--- config.mk ---
export PLATFORM = sky130hd
export DESIGN_NAME = utf8_stream_decoder
export DESIGN_NICKNAME = d
export VERILOG_FILES = /design/src/rtl/u8sd_pkg.sv /design/src/rtl/utf8_stream_decoder.sv
export VERILOG_INCLUDE_DIRS = /design/src /design/src/rtl
export SDC_FILE = /design/constraint.sdc
export NUM_CORES = 1
export LEC_CHECK = 0
export ABC_CLOCK_PERIOD_IN_PS = 4000
export BUFFER_PORTS_ARGS = -buffer_cell sky130_fd_sc_hd__buf_2
export CAP_MARGIN = 10
export CORE_UTILIZATION = 45
export DETAILED_ROUTE_END_ITERATION = 6
export HOLD_SLACK_MARGIN = 0.02
export SLEW_MARGIN = 20
export SYNTH_ARGS = -nofsm -noshare
export SYNTH_HDL_FRONTEND = slang
export SYNTH_SLANG_ARGS = --single-unit
--- constraint.sdc ---
create_clock -name aclk -period 4 [get_ports aclk]
set_input_delay 0.8 -clock aclk [delete_from_list [all_inputs] [get_ports aclk]]
set_output_delay 0.8 -clock aclk [all_outputs]
set_load 0.02 [all_outputs]
--- src/rtl/utf8_stream_decoder_macros.svh ---
// Assertion macros for the UTF-8 stream decoder.
// Each macro expects aclk and aresetn to be visible where it is used.
`ifndef UTF8_STREAM_DECODER_MACROS_SVH
`define UTF8_STREAM_DECODER_MACROS_SVH

// A condition that must hold at every rising clock edge outside reset.
`define U8SD_ASSERT_ALWAYS(label, expr, msg) \
    label: assert property (@(posedge aclk) disable iff (!aresetn) (expr)) else $error(msg);

// An implication checked in the same cycle.
`define U8SD_ASSERT_IMPLY(label, ante, cons, msg) \
    label: assert property (@(posedge aclk) disable iff (!aresetn) (ante) |-> (cons)) \
        else $error(msg);

// An implication whose consequent is checked in the next cycle.
`define U8SD_ASSERT_NEXT(label, ante, cons, msg) \
    label: assert property (@(posedge aclk) disable iff (!aresetn) (ante) |=> (cons)) \
        else $error(msg);

`endif

--- src/rtl/u8sd_pkg.sv ---
// Package for the UTF-8 stream decoder: result type and byte class constants.
// No dependencies.
`timescale 1ns / 1ps

package u8sd_pkg;

    localparam int unsigned CpWidth  = 21;
    localparam int unsigned LenWidth = 3;

    // Upper bounds of the byte classes.
    localparam logic [7:0] ASCII_MAX = 8'h7F;
    localparam logic [7:0] CONT_MAX  = 8'hBF;
    localparam logic [7:0] LEAD2_MAX = 8'hDF;
    localparam logic [7:0] LEAD3_MAX = 8'hEF;
    localparam logic [7:0] LEAD4_MAX = 8'hF7;

    // Continuation byte pattern and payload masks.
    localparam logic [7:0] CONT_TAG   = 8'h80;
    localparam logic [7:0] CONT_MASK  = 8'h3F;
    localparam logic [7:0] LEAD2_MASK = 8'h1F;
    localparam logic [7:0] LEAD3_MASK = 8'h0F;
    localparam logic [7:0] LEAD4_MASK = 8'h07;

    typedef struct packed {
        logic [CpWidth-1:0]  code_point;
        logic [LenWidth-1:0] num_bytes;
        logic                is_error;
        logic                end_of_string;
        logic                string_valid;
    } result_t;

endpackage

--- src/rtl/utf8_stream_decoder.sv ---
// UTF-8 stream decoder: the result of an accepted byte is registered before it shows on m_*.
// Throughput one byte per cycle; an output register plus a skid register keep
// s_ready high while one result waits, so only a second waiting result stalls input.
// aresetn (synchronous, active low) clears the decode state and empties both
// output registers.
// Uses u8sd_pkg and utf8_stream_decoder_macros.svh.
`timescale 1ns / 1ps
`include "utf8_stream_decoder_macros.svh"

module utf8_stream_decoder (
    input  logic        aclk,
    input  logic        aresetn,
    input  logic        s_valid,
    output logic        s_ready,
    input  logic [7:0]  s_byte_in,
    output logic        m_valid,
    input  logic        m_ready,
    output logic [20:0] m_code_point,
    output logic [2:0]  m_num_bytes,
    output logic        m_is_error,
    output logic        m_end_of_string,
    output logic        m_string_valid
);

    // Decode state.
    logic [1:0]                        pending_reg, pending_next;
    logic [u8sd_pkg::CpWidth-1:0]      accum_reg, accum_next;
    logic [u8sd_pkg::LenWidth-1:0]     seq_len_reg, seq_len_next;
    logic                              err_seen_reg, err_seen_next;

    // Output register and skid register.
    u8sd_pkg::result_t out_reg, skid_reg;
    logic              out_valid_reg, skid_valid_reg;

    u8sd_pkg::result_t res;
    logic              res_valid;
    logic              accept;
    logic [7:0]        b;

    assign s_ready = !skid_valid_reg;
    assign accept  = s_valid && s_ready;
    assign b       = s_byte_in;

    always_comb begin
        pending_next  = pending_reg;
        accum_next    = accum_reg;
        seq_len_next  = seq_len_reg;
        err_seen_next = err_seen_reg;
        res           = '0;
        res_valid     = 1'b0;

        if (b == 8'h00) begin
            // A zero byte closes the string whatever came before.
            res_valid         = 1'b1;
            res.end_of_string = 1'b1;
            priority if (err_seen_reg) begin
                res.string_valid = 1'b0;
            end else if (pending_reg != 2'd0) begin
                res.is_error = 1'b1;
            end else begin
                res.string_valid = 1'b1;
            end
            pending_next  = '0;
            accum_next    = '0;
            seq_len_next  = '0;
            err_seen_next = 1'b0;
        end else if (err_seen_reg) begin
            // Silent until the end of the string.
            res_valid = 1'b0;
        end else if (pending_reg == 2'd0) begin
            priority if (b <= u8sd_pkg::ASCII_MAX) begin
                res_valid       = 1'b1;
                res.code_point  = {13'd0, b};
                res.num_bytes   = 3'd1;
            end else if (b <= u8sd_pkg::CONT_MAX) begin
                res_valid     = 1'b1;
                res.is_error  = 1'b1;
                err_seen_next = 1'b1;
            end else if (b <= u8sd_pkg::LEAD2_MAX) begin
                accum_next   = {13'd0, b & u8sd_pkg::LEAD2_MASK};
                pending_next = 2'd1;
                seq_len_next = 3'd2;
            end else if (b <= u8sd_pkg::LEAD3_MAX) begin
                accum_next   = {13'd0, b & u8sd_pkg::LEAD3_MASK};
                pending_next = 2'd2;
                seq_len_next = 3'd3;
            end else if (b <= u8sd_pkg::LEAD4_MAX) begin
                accum_next   = {13'd0, b & u8sd_pkg::LEAD4_MASK};
                pending_next = 2'd3;
                seq_len_next = 3'd4;
            end else begin
                res_valid     = 1'b1;
                res.is_error  = 1'b1;
                err_seen_next = 1'b1;
            end
        end else if ((b & ~u8sd_pkg::CONT_MASK) != u8sd_pkg::CONT_TAG) begin
            // A bad follower drops the partial sequence.
            res_valid     = 1'b1;
            res.is_error  = 1'b1;
            err_seen_next = 1'b1;
            pending_next  = '0;
            accum_next    = '0;
            seq_len_next  = '0;
        end else if (pending_reg == 2'd1) begin
            res_valid       = 1'b1;
            res.code_point  = {accum_reg[14:0], b[5:0]};
            res.num_bytes   = seq_len_reg;
            pending_next    = '0;
            accum_next      = '0;
            seq_len_next    = '0;
        end else begin
            accum_next   = {accum_reg[14:0], b[5:0]};
            pending_next = pending_reg - 2'd1;
        end
    end

    always_ff @(posedge aclk) begin
        if (!aresetn) begin
            pending_reg  <= '0;
            accum_reg    <= '0;
            seq_len_reg  <= '0;
            err_seen_reg <= 1'b0;
        end else if (accept) begin
            pending_reg  <= pending_next;
            accum_reg    <= accum_next;
            seq_len_reg  <= seq_len_next;
            err_seen_reg <= err_seen_next;
        end
    end

    // The skid register only fills when the output register is stalled, and it
    // drains into the output register before any new transaction is taken.
    always_ff @(posedge aclk) begin
        if (!aresetn) begin
            out_valid_reg  <= 1'b0;
            skid_valid_reg <= 1'b0;
        end else if (!out_valid_reg || m_ready) begin
            if (skid_valid_reg) begin
                out_valid_reg  <= 1'b1;
                skid_valid_reg <= 1'b0;
            end else begin
                out_valid_reg <= accept && res_valid;
            end
        end else if (accept && res_valid) begin
            skid_valid_reg <= 1'b1;
        end
    end

    always_ff @(posedge aclk) begin
        if (!out_valid_reg || m_ready) begin
            if (skid_valid_reg) begin
                out_reg <= skid_reg;
            end else if (accept && res_valid) begin
                out_reg <= res;
            end
        end else if (accept && res_valid) begin
            skid_reg <= res;
        end
    end

    assign m_valid         = out_valid_reg;
    assign m_code_point    = out_reg.code_point;
    assign m_num_bytes     = out_reg.num_bytes;
    assign m_is_error      = out_reg.is_error;
    assign m_end_of_string = out_reg.end_of_string;
    assign m_string_valid  = out_reg.string_valid;

    `U8SD_ASSERT_IMPLY(a_skid_behind_out, skid_valid_reg, out_valid_reg,
        "skid full with empty output")
    `U8SD_ASSERT_ALWAYS(a_len_tracks_pending,
        (pending_reg != 2'd0) == (seq_len_reg != 3'd0),
        "sequence length and pending count disagree")
    `U8SD_ASSERT_IMPLY(a_no_seq_after_error, err_seen_reg, pending_reg == 2'd0,
        "sequence open after an error")
    `U8SD_ASSERT_IMPLY(a_error_no_char, m_valid && (m_is_error || m_end_of_string),
        m_num_bytes == 3'd0 && m_code_point == 21'd0,
        "error or end result carries a character")
    `U8SD_ASSERT_NEXT(a_stall_fills_skid, m_valid && !m_ready && accept && res_valid,
        skid_valid_reg, "result lost while output stalled")

endmodule

==> results.yml, run 1 <==
outcome:
  status: "finished, final reports clean"
final_layout:
  seq_area_um2: 2080
  num-nets-final: 325
  drive_above_1_share: 0.288
  fillCellCount: 633
  area_growth_pct: 12.9
  largest_reg_flops: 27
  multi_input_comb_area_um2: 1260
  diodes: 0
  design_area_um2: 3900
drt:
  drtIter0Drc: 148
  vias_per_cell: 5.36
  vias: 2225
  wirelength_mm: 6.79
  wire_per_inst_um: 16.4
  final_antenna_net_count: 0
  drc: 0
  drtPass1Iterations: 4
timing:
  skew_ns: 0.00968
  setup_viol: 0
  rsz0062_at_grt: "false"
  worstMarginPinSlew_ns: 0.745
  max_slew_margin: 0.503
  hold_viol: 0
  fin_crit_sh: 0.712
  slew_viol_final: 0
  min_period_ns: 2.85
  fmax_mhz: 351
  tns_ns: 0
pwr:
  power.density_nw_per_um2: 429
  leakagePower_uw: 0.00144
  power.total_uw: 1670
  peakVddDrop_uv: 149
synth:
  async_reset_ff_frac: 0
  synth_edf_count: 54
  synthSimpleGateAreaFrac: 0.151
  synth_cell_type_count: 51
  netlist_area_um2: 3450
  post-synth-top-area-cell: "edfxtp_1"
  synthCells: 273
  netlist.area_leader.share: 0.470
  synth_top_family_by_area: "simple AND/OR/NAND/NOR gates"
  synth-seq-cells: 77
  syn-num-nets: 287
  ys_seq_area_frac: 0.603
  synth.avg_cell_area_um2: 12.6
  synth_flop_cell: "edfxtp_1"
  synth_area_leaders: "edfxtp_1, dfxtp_1, mux2_2"
  post_synth_mux_area_share: 0.121
  synth_compound_area_frac: 0.0815
  yosys_warnings: 0
  synth_xor_area_frac: 0
  synthAdderAreaFrac: 0.00725
cts:
  cts_hold_buffers: 0
  cts-resized-gates: 0
  cts_root_buffer: "clkbuf_8"
  path_clk_slew_ns: 0.08
  clockBufferDepth: 2
  h-tree-depth: 3
  cts_buffers: 9
  cts.sinks: 77
  cts_tree: "done"
  insertion_delay_ns: 0.34
  post_cts_buffers: 0
placed_design:
  port_buffers: 40
  gp_congestion: 0.890
  placed_area_um2: 3720
  dp_hpwl_mm: 4.51
run:
  maxCapViolCount: 0
setup_path:
  end_kind: "flop"
  cpPeakStageDelay_ns: 0.64
  start_kind: "flop"
  path_cells: "inv_1 -> ha_1 -> nand2b_1 -> a31oi_1 -> o31ai_1 -> a21oi_2 -> buf_4"
  cp.required_ns: 4.01
  arrival_ns: 2.86
  cp_max_fo: 21
  critPathSlowestCell: "ha_1"
  r2r_cells: 7
  critPathKind: "reg -> reg"
grt:
  grt_first_pass_wirelength_mm: 11.0
  grt_max_degree: 28
  grt_use_total: 0.186
  overflow: 0
  antenna_found_initial: 0
  grt_pass1_vias: 2173
die:
  io_pins: 41
  die_w_um: 89.6
  die_area_um2: 8030
  start_util: 0.471
  core_area_um2: 7330
  die-height_um: 89.6
  rows: 31
hold_path:
  whs_path_depth: 2
  hold_path.class: "reg -> reg"
-- where the power goes --
part           leakage (uW)  internal (uW)  total [uW]  switching [uW]
logic              0.000648           76.4         229             152
clock network     0.0000815            242         524             281
registers          0.000712            902         919            16.2
total               0.00144           1220        1670             450
-- through the flow --
step	util	hold slack (ns)	instances	worst slack (ns)
after floorplan	-	0.430	273	0.682
after global placement	0.508	0.445	399	1.11
after detailed placement	0.508	0.444	399	1.03
after CTS	0.532	0.459	415	1.22
after global routing	0.532	0.477	415	0.987
final	0.532	0.458	415	1.15
-- cells by family after synthesis --
logic type,after synthesis
compound gates,37
fa+ha+maj,2
buf+inv,23
flops,77
mux,39
simple gates,95
-- layout make-up --
type / instances / area share
Multi-Input combinational cell: 173 / 0.324
Clock inverter: 5 / 0.00931
Sequential cell: 77 / 0.534
Inverter: 6 / 0.00578
Tap cell: 99 / 0.0318
Timing Repair Buffer: 44 / 0.0591
Clock buffer: 11 / 0.0363
-- final timing paths --
check                               startpoint         endpoint  slack (ns)
worst min-delay path             accum_reg[12]    accum_reg[12]        0.46
worst max register to register  pending_reg[0]  m_code_point[2]        1.15
worst min register to register   accum_reg[12]    accum_reg[12]        0.46
worst max-delay path            pending_reg[0]  m_code_point[2]        1.15
-- cell usage after synthesis, types with 2 or more instances --
cell	number
edfxtp_1	54
nand2_1	39
dfxtp_1	23
and2_1	22
mux2_2	22
mux2i_1	17
a21oi_1	8
clkbuf_1	8
nor2_1	7
buf_2	5
nand3_1	5
o31ai_1	5
inv_1	4
nor2b_1	4
nand2b_1	3
nor3_1	3
a211oi_1	2
a311oi_1	2
buf_6	2
ha_1	2
nor4_4	2
o211ai_1	2
o21ai_0	2
o41ai_1	2
or4_1	2
-- cell usage in the layout, fill, tap and decap left out, types with 4 or more instances in the layout --
cell type   n
nand2_1    39
inv_1       4
o31ai_1     5
and2_1     22
buf_2      40
dfxtp_1    23
nand3_1     5
nor2_1      7
edfxtp_1   54
mux2_2     22
a21oi_1     7
clkbuf_8   10
buf_4       4
mux2i_1    17
nor2b_1     4
-- critical path: cells and delay by family, from the launching register on --
kind | cells | cell delay, ns
adder cells (fa/ha/maj) | 1 | 0.64
AO/OA/AOI/OAI | 3 | 0.85
buffers and inverters | 2 | 0.46
AND/OR/NAND/NOR | 1 | 0.23
flip-flops | 1 | 0.33
-- routing by layer --
layer | GRT usage | wire (um) | part of all wire
met2 | 0.284 | 3010 | 0.44
met3 | 0.0311 | 339 | 0.050
met5 | 0 | 0 | 0
met4 | 0.0895 | 176 | 0.026
met1 | 0.259 | 3260 | 0.48
Power figures use the tool's default switching activity.
==> inputs of run 2 (changes only) <==
--- a/config.mk
+++ b/config.mk
@@ -6,7 +6,7 @@
 export SDC_FILE = /design/constraint.sdc
 export NUM_CORES = 1
 export LEC_CHECK = 0
-export ABC_CLOCK_PERIOD_IN_PS = 4000
+export ABC_CLOCK_PERIOD_IN_PS = 2900
 export BUFFER_PORTS_ARGS = -buffer_cell sky130_fd_sc_hd__buf_2
 export CAP_MARGIN = 10
 export CORE_UTILIZATION = 45
==> constraint.sdc (replaced) <==
create_clock -name aclk -period 2.9 [get_ports aclk]
set_input_delay 0.58 -clock aclk [delete_from_list [all_inputs] [get_ports aclk]]
set_output_delay 0.58 -clock aclk [all_outputs]
set_load 0.02 [all_outputs]
==> results.yml, run 2 (synthesized netlist as in run 1, its figures left out) <==
cts:
  insertion_delay_ns: 0.35
  cts-resized-gates: 0
  cts_hold_buffers: 0
  h-tree-depth: 3
  path_clk_slew_ns: 0.08
  cts.sinks: 77
  post_cts_buffers: 0
  clockBufferDepth: 2
  cts_tree: "done"
  cts_buffers: 9
  cts_root_buffer: "clkbuf_8"
setup_path:
  start_kind: "flop"
  end_kind: "flop"
  cpPeakStageDelay_ns: 0.61
  arrival_ns: 2.66
  crit_family: "compound AO/OA/AOI/OAI gates"
  critPathSlowestCell: "a311oi_4"
  cp_max_fo: 12
  cp.required_ns: 3.18
  cp_num_buf_inv: 2
  critPathKind: "reg -> reg"
  path_cells: "inv_1 -> ha_1 -> a21boi_1 -> a2bb2oi_2 -> a311oi_4 -> buf_12 -> mux2i_1"
grt:
  grt_max_degree: 26
  grt_pass1_vias: 2121
  grt_use_total: 0.184
  antenna_found_initial: 0
  grt_first_pass_wirelength_mm: 10.8
  overflow: 0
outcome:
  status: "finished, final reports clean"
pwr:
  swShare: 0.254
  switchingPower_uw: 629
  power.density_nw_per_um2: 622
  clockPowerShare: 0.357
  peakVddDrop_uv: 248
  pwr-share-seq: 0.512
  intPower_uw: 1840
  leakagePower_uw: 0.00149
  comb_power_share: 0.131
die:
  core_area_um2: 7330
  die_area_um2: 8030
  rows: 31
  io_pins: 41
  die-height_um: 89.6
  die_w_um: 89.6
  start_util: 0.471
drt:
  drtPass1Iterations: 4
  wirelength_mm: 6.69
  drtIter0Drc: 119
  vias_per_cell: 5.27
  vias: 2210
  drc: 0
  final_antenna_net_count: 0
  wire_per_inst_um: 16.0
final_layout:
  multi_input_comb_area_um2: 1260
  fillCellCount: 641
  seq_area_um2: 2080
  largest_reg_flops: 27
  num-nets-final: 329
  layout_commonest_cell: "edfxtp_1"
  drive_above_1_share: 0.297
  final_cell_mix: "edfxtp_1, buf_2, nand2_1"
  diodes: 0
  area_growth_pct: 15.2
timing:
  hold_viol: 0
  tns_ns: 0
  fmax_mhz: 420
  hold_ws_ns: 0.460
  min_period_ns: 2.38
  max_slew_margin: 0.575
  worstMarginPinSlew_ns: 0.637
  slew_viol_final: 0
  rsz0062_at_grt: "false"
  setup_viol: 0
  fin_crit_sh: 0.820
  skew_ns: 0.00705
run:
  maxCapViolCount: 0
placed_design:
  gp_congestion: 0.858
  dp_hpwl_mm: 4.52
  port_buffers: 40
hold_path:
  hold_path.class: "reg -> reg"
run 2: changes by cell type in the layout (fill, tap and decap cells not counted):
cell,previous run,this run
buf_4,4,7
bufinv_16,0,2
clkinvlp_4,3,1
buf_12,0,1
clkbuf_8,10,9
clkinv_2,1,2
clkinv_4,1,0
inv_6,0,1
run 2: final timing paths:
path                   from             to  slack, ns  depth (start not counted)
min           accum_reg[14]  accum_reg[14]       0.46                          2
max          pending_reg[0]  accum_reg[11]       0.52                          7
max reg2reg  pending_reg[0]  accum_reg[11]       0.52                          7
min reg2reg   accum_reg[14]  accum_reg[14]       0.46                          2
run 2: power groups by stage:
stage / clock network, uW / logic (uW) / registers [uW]
3_5_place_dp: 0 / 323 / 1290
5_1_grt: 936 / 356 / 1270
3_3_place_gp: 0 / 319 / 1290
6_report: 884 / 323 / 1270
4_1_cts: 899 / 324 / 1270
2_1_floorplan: 0 / 168 / 1340
run 2: metal layers:
layer  up-vias  part of all wire  global-route usage  routed length, um
li1       1080                 -                   -                  -
met1      1071              0.50               0.254               3320
met2        50              0.46               0.277               3050
met3         9             0.035              0.0329                234
met4         0             0.014              0.0967                 93
met5         -                 0                   0                  0
run 2: through the flow:
stage / cell area [um^2] / setup WS [ns] / cells / util / total power, uW
floorplan: 3460 / 0.391 / 273 / - / 1510
global placement: 3760 / 0.533 / 403 / 0.513 / 1610
detailed placement: 3760 / 0.487 / 403 / 0.513 / 1610
CTS: 3980 / 0.544 / 419 / 0.543 / 2490
global route: 3980 / 0.405 / 419 / 0.543 / 2570
finish: 3980 / 0.521 / 419 / 0.543 / 2470
run 2: final cells by class:
cell class,instances,area share
sequential,77,0.523
multi-input combinational,173,0.317
timing repair buffer,48,0.0686
clock buffer,10,0.0321
tap,99,0.0311
clock inverter,6,0.0217
inverter,6,0.00566
run 2: worst min-delay path, stage by stage, from the launching register on:
cell and delay (ns):
dfxtp_1 0.31, nand2_1 0.05, mux2i_1 0.05
==> inputs of run 3 (changes only) <==
--- a/config.mk
+++ b/config.mk
@@ -6,7 +6,7 @@
 export SDC_FILE = /design/constraint.sdc
 export NUM_CORES = 1
 export LEC_CHECK = 0
-export ABC_CLOCK_PERIOD_IN_PS = 2900
+export ABC_CLOCK_PERIOD_IN_PS = 2400
 export BUFFER_PORTS_ARGS = -buffer_cell sky130_fd_sc_hd__buf_2
 export CAP_MARGIN = 10
 export CORE_UTILIZATION = 45
==> constraint.sdc (replaced) <==
create_clock -name aclk -period 2.4 [get_ports aclk]
set_input_delay 0.48 -clock aclk [delete_from_list [all_inputs] [get_ports aclk]]
set_output_delay 0.48 -clock aclk [all_outputs]
set_load 0.02 [all_outputs]
==> results.yml, run 3 (synthesized netlist as in run 1, its figures left out) <==
die:
  die_w_um: 89.6
  start_util: 0.471
  io_pins: 41
  die-height_um: 89.6
  rows: 31
  core_area_um2: 7330
  die_area_um2: 8030
timing:
  fmax_mhz: 476
  min_period_ns: 2.10
  max_slew_margin: 0.700
  setup_viol: 0
  hold_viol: 0
  rsz0062_at_grt: "false"
  slew_viol_final: 0
  skew_ns: 0.0109
  tns_ns: 0
  worstMarginPinSlew_ns: 0.450
  fin_crit_sh: 0.874
final_layout:
  largest_reg_flops: 27
  fillCellCount: 626
  drive_above_1_share: 0.304
  layout_commonest_cell: "edfxtp_1"
  final_cell_mix: "edfxtp_1, buf_2, nand2_1"
  num-nets-final: 331
  post-route-util: 0.547
  area_growth_pct: 16.0
  diodes: 0
cts:
  insertion_delay_ns: 0.34
  path_clk_slew_ns: 0.08
  clockBufferDepth: 2
  cts_buffers: 9
  cts_hold_buffers: 0
  cts_root_buffer: "clkbuf_8"
  h-tree-depth: 3
  post_cts_buffers: 0
  cts_tree: "done"
  cts-resized-gates: 0
  cts.sinks: 77
hold_path:
  hold_path.class: "in -> reg"
  hold_start: "s_byte_in[1]"
drt:
  wire_per_inst_um: 15.9
  wirelength_mm: 6.69
  drc: 0
  drtIter0Drc: 140
  final_antenna_net_count: 0
  drtPass1Iterations: 5
  vias_per_cell: 5.25
  vias: 2211
setup_path:
  r2r_slack_ns: 0.30
  critPathSlowestCell: "dfxtp_1"
  path_cells: "inv_1 -> ha_1 -> buf_4 -> nor3_1 -> o31ai_1 -> buf_4 -> a21oi_4 -> buf_12"
  cp.required_ns: 2.44
  cpPeakStageDelay_ns: 0.36
  cpMostUsedCell: "buf_4"
  crit_family: "buffers and inverters"
  r2r_start: "pending_reg[0]"
  cp_num_buf_inv: 4
  cp-startpoint: "pending_reg[0]"
  cp_max_fo: 27
  start_kind: "flop"
  end_kind: "flop"
  arrival_ns: 2.14
  critPathKind: "reg -> reg"
grt:
  grt_max_degree: 28
  overflow: 0
  grt_use_total: 0.184
  grt_pass1_vias: 2072
  grt_first_pass_wirelength_mm: 10.8
  antenna_found_initial: 0
pwr:
  intPower_uw: 2170
  peakVddDrop_uv: 307
  pwr-share-seq: 0.521
  switchingPower_uw: 771
  comb_power_share: 0.137
  clockPowerShare: 0.342
  power.total_uw: 2940
  leakagePower_uw: 0.00150
  swShare: 0.262
  power.density_nw_per_um2: 734
placed_design:
  port_buffers: 40
  gp_congestion: 0.888
  dp_hpwl_mm: 4.53
run:
  maxCapViolCount: 0
outcome:
  status: "finished, final reports clean"
## run 3: changes by cell type in the layout (fill, tap and decap cells not counted)
| cell | before | now |
|---|---|---|
| clkinv_2 | 2 | 1 |
| buf_12 | 1 | 2 |
| clkinv_4 | 0 | 3 |
| bufinv_16 | 2 | 1 |
| clkbuf_1 | 1 | 0 |
| a21oi_4 | 0 | 1 |
| buf_4 | 7 | 8 |
| a21oi_2 | 1 | 0 |
| clkinvlp_4 | 1 | 0 |
| clkbuf_8 | 9 | 10 |
## run 3: cell type report
cell class / instances / area (um^2) / share of cell area
clock buffers: 10 / 138 / 0.0344
clock inverters: 6 / 70.1 / 0.0175
inverters: 6 / 22.5 / 0.00562
multi-input cells: 173 / 1270 / 0.317
flip-flops and latches: 77 / 2080 / 0.520
well taps: 99 / 124 / 0.0309
repair buffers: 50 / 300 / 0.0750
## run 3: worst reg2reg max path, cell delays in order, from the launching register on
cell and delay (ns):
dfxtp_1 0.36, inv_1 0.07, ha_1 0.29, buf_4 0.20, nor3_1 0.24, o31ai_1 0.11, buf_4 0.15, a21oi_4 0.16
buf_12 0.20
## run 3: power groups by stage
stage	registers [uW]	logic (uW)	clock network, uW
CTS	1530	407	1030
floorplan	1620	206	0
global route	1540	446	1080
detailed placement	1560	404	0
finish	1530	403	1010
global placement	1560	403	0
## run 3: path summary, 6_finish.rpt
kind / to / cells past startpoint
setup / recovery: m_num_bytes[0] / 8
hold / removal: accum_reg[1] / 3
setup reg to reg: m_num_bytes[0] / 8
hold reg to reg: accum_reg[9] / 2
## run 3: layer usage
layer / global-route usage / share of wire / up-vias
met5: 0 / 0 / -
met3: 0.0320 / 0.054 / 5
met4: 0.0909 / 0.011 / 0
met1: 0.272 / 0.49 / 1054
li1: - / - / 1087
met2: 0.261 / 0.45 / 65
## run 3: through the flow
| stage | instance area [um^2] | setup WS (ns) | cells | hold slack, ns |
|---|---|---|---|---|
| global placement | 3800 | 0.202 | 405 | 0.444 |
| finish | 4010 | 0.301 | 421 | 0.438 |
| floorplan | 3460 | 0.102 | 273 | 0.430 |
| CTS | 4010 | 0.256 | 421 | 0.433 |
| detailed placement | 3800 | 0.149 | 405 | 0.450 |
| global route | 4010 | 0.164 | 421 | 0.477 |
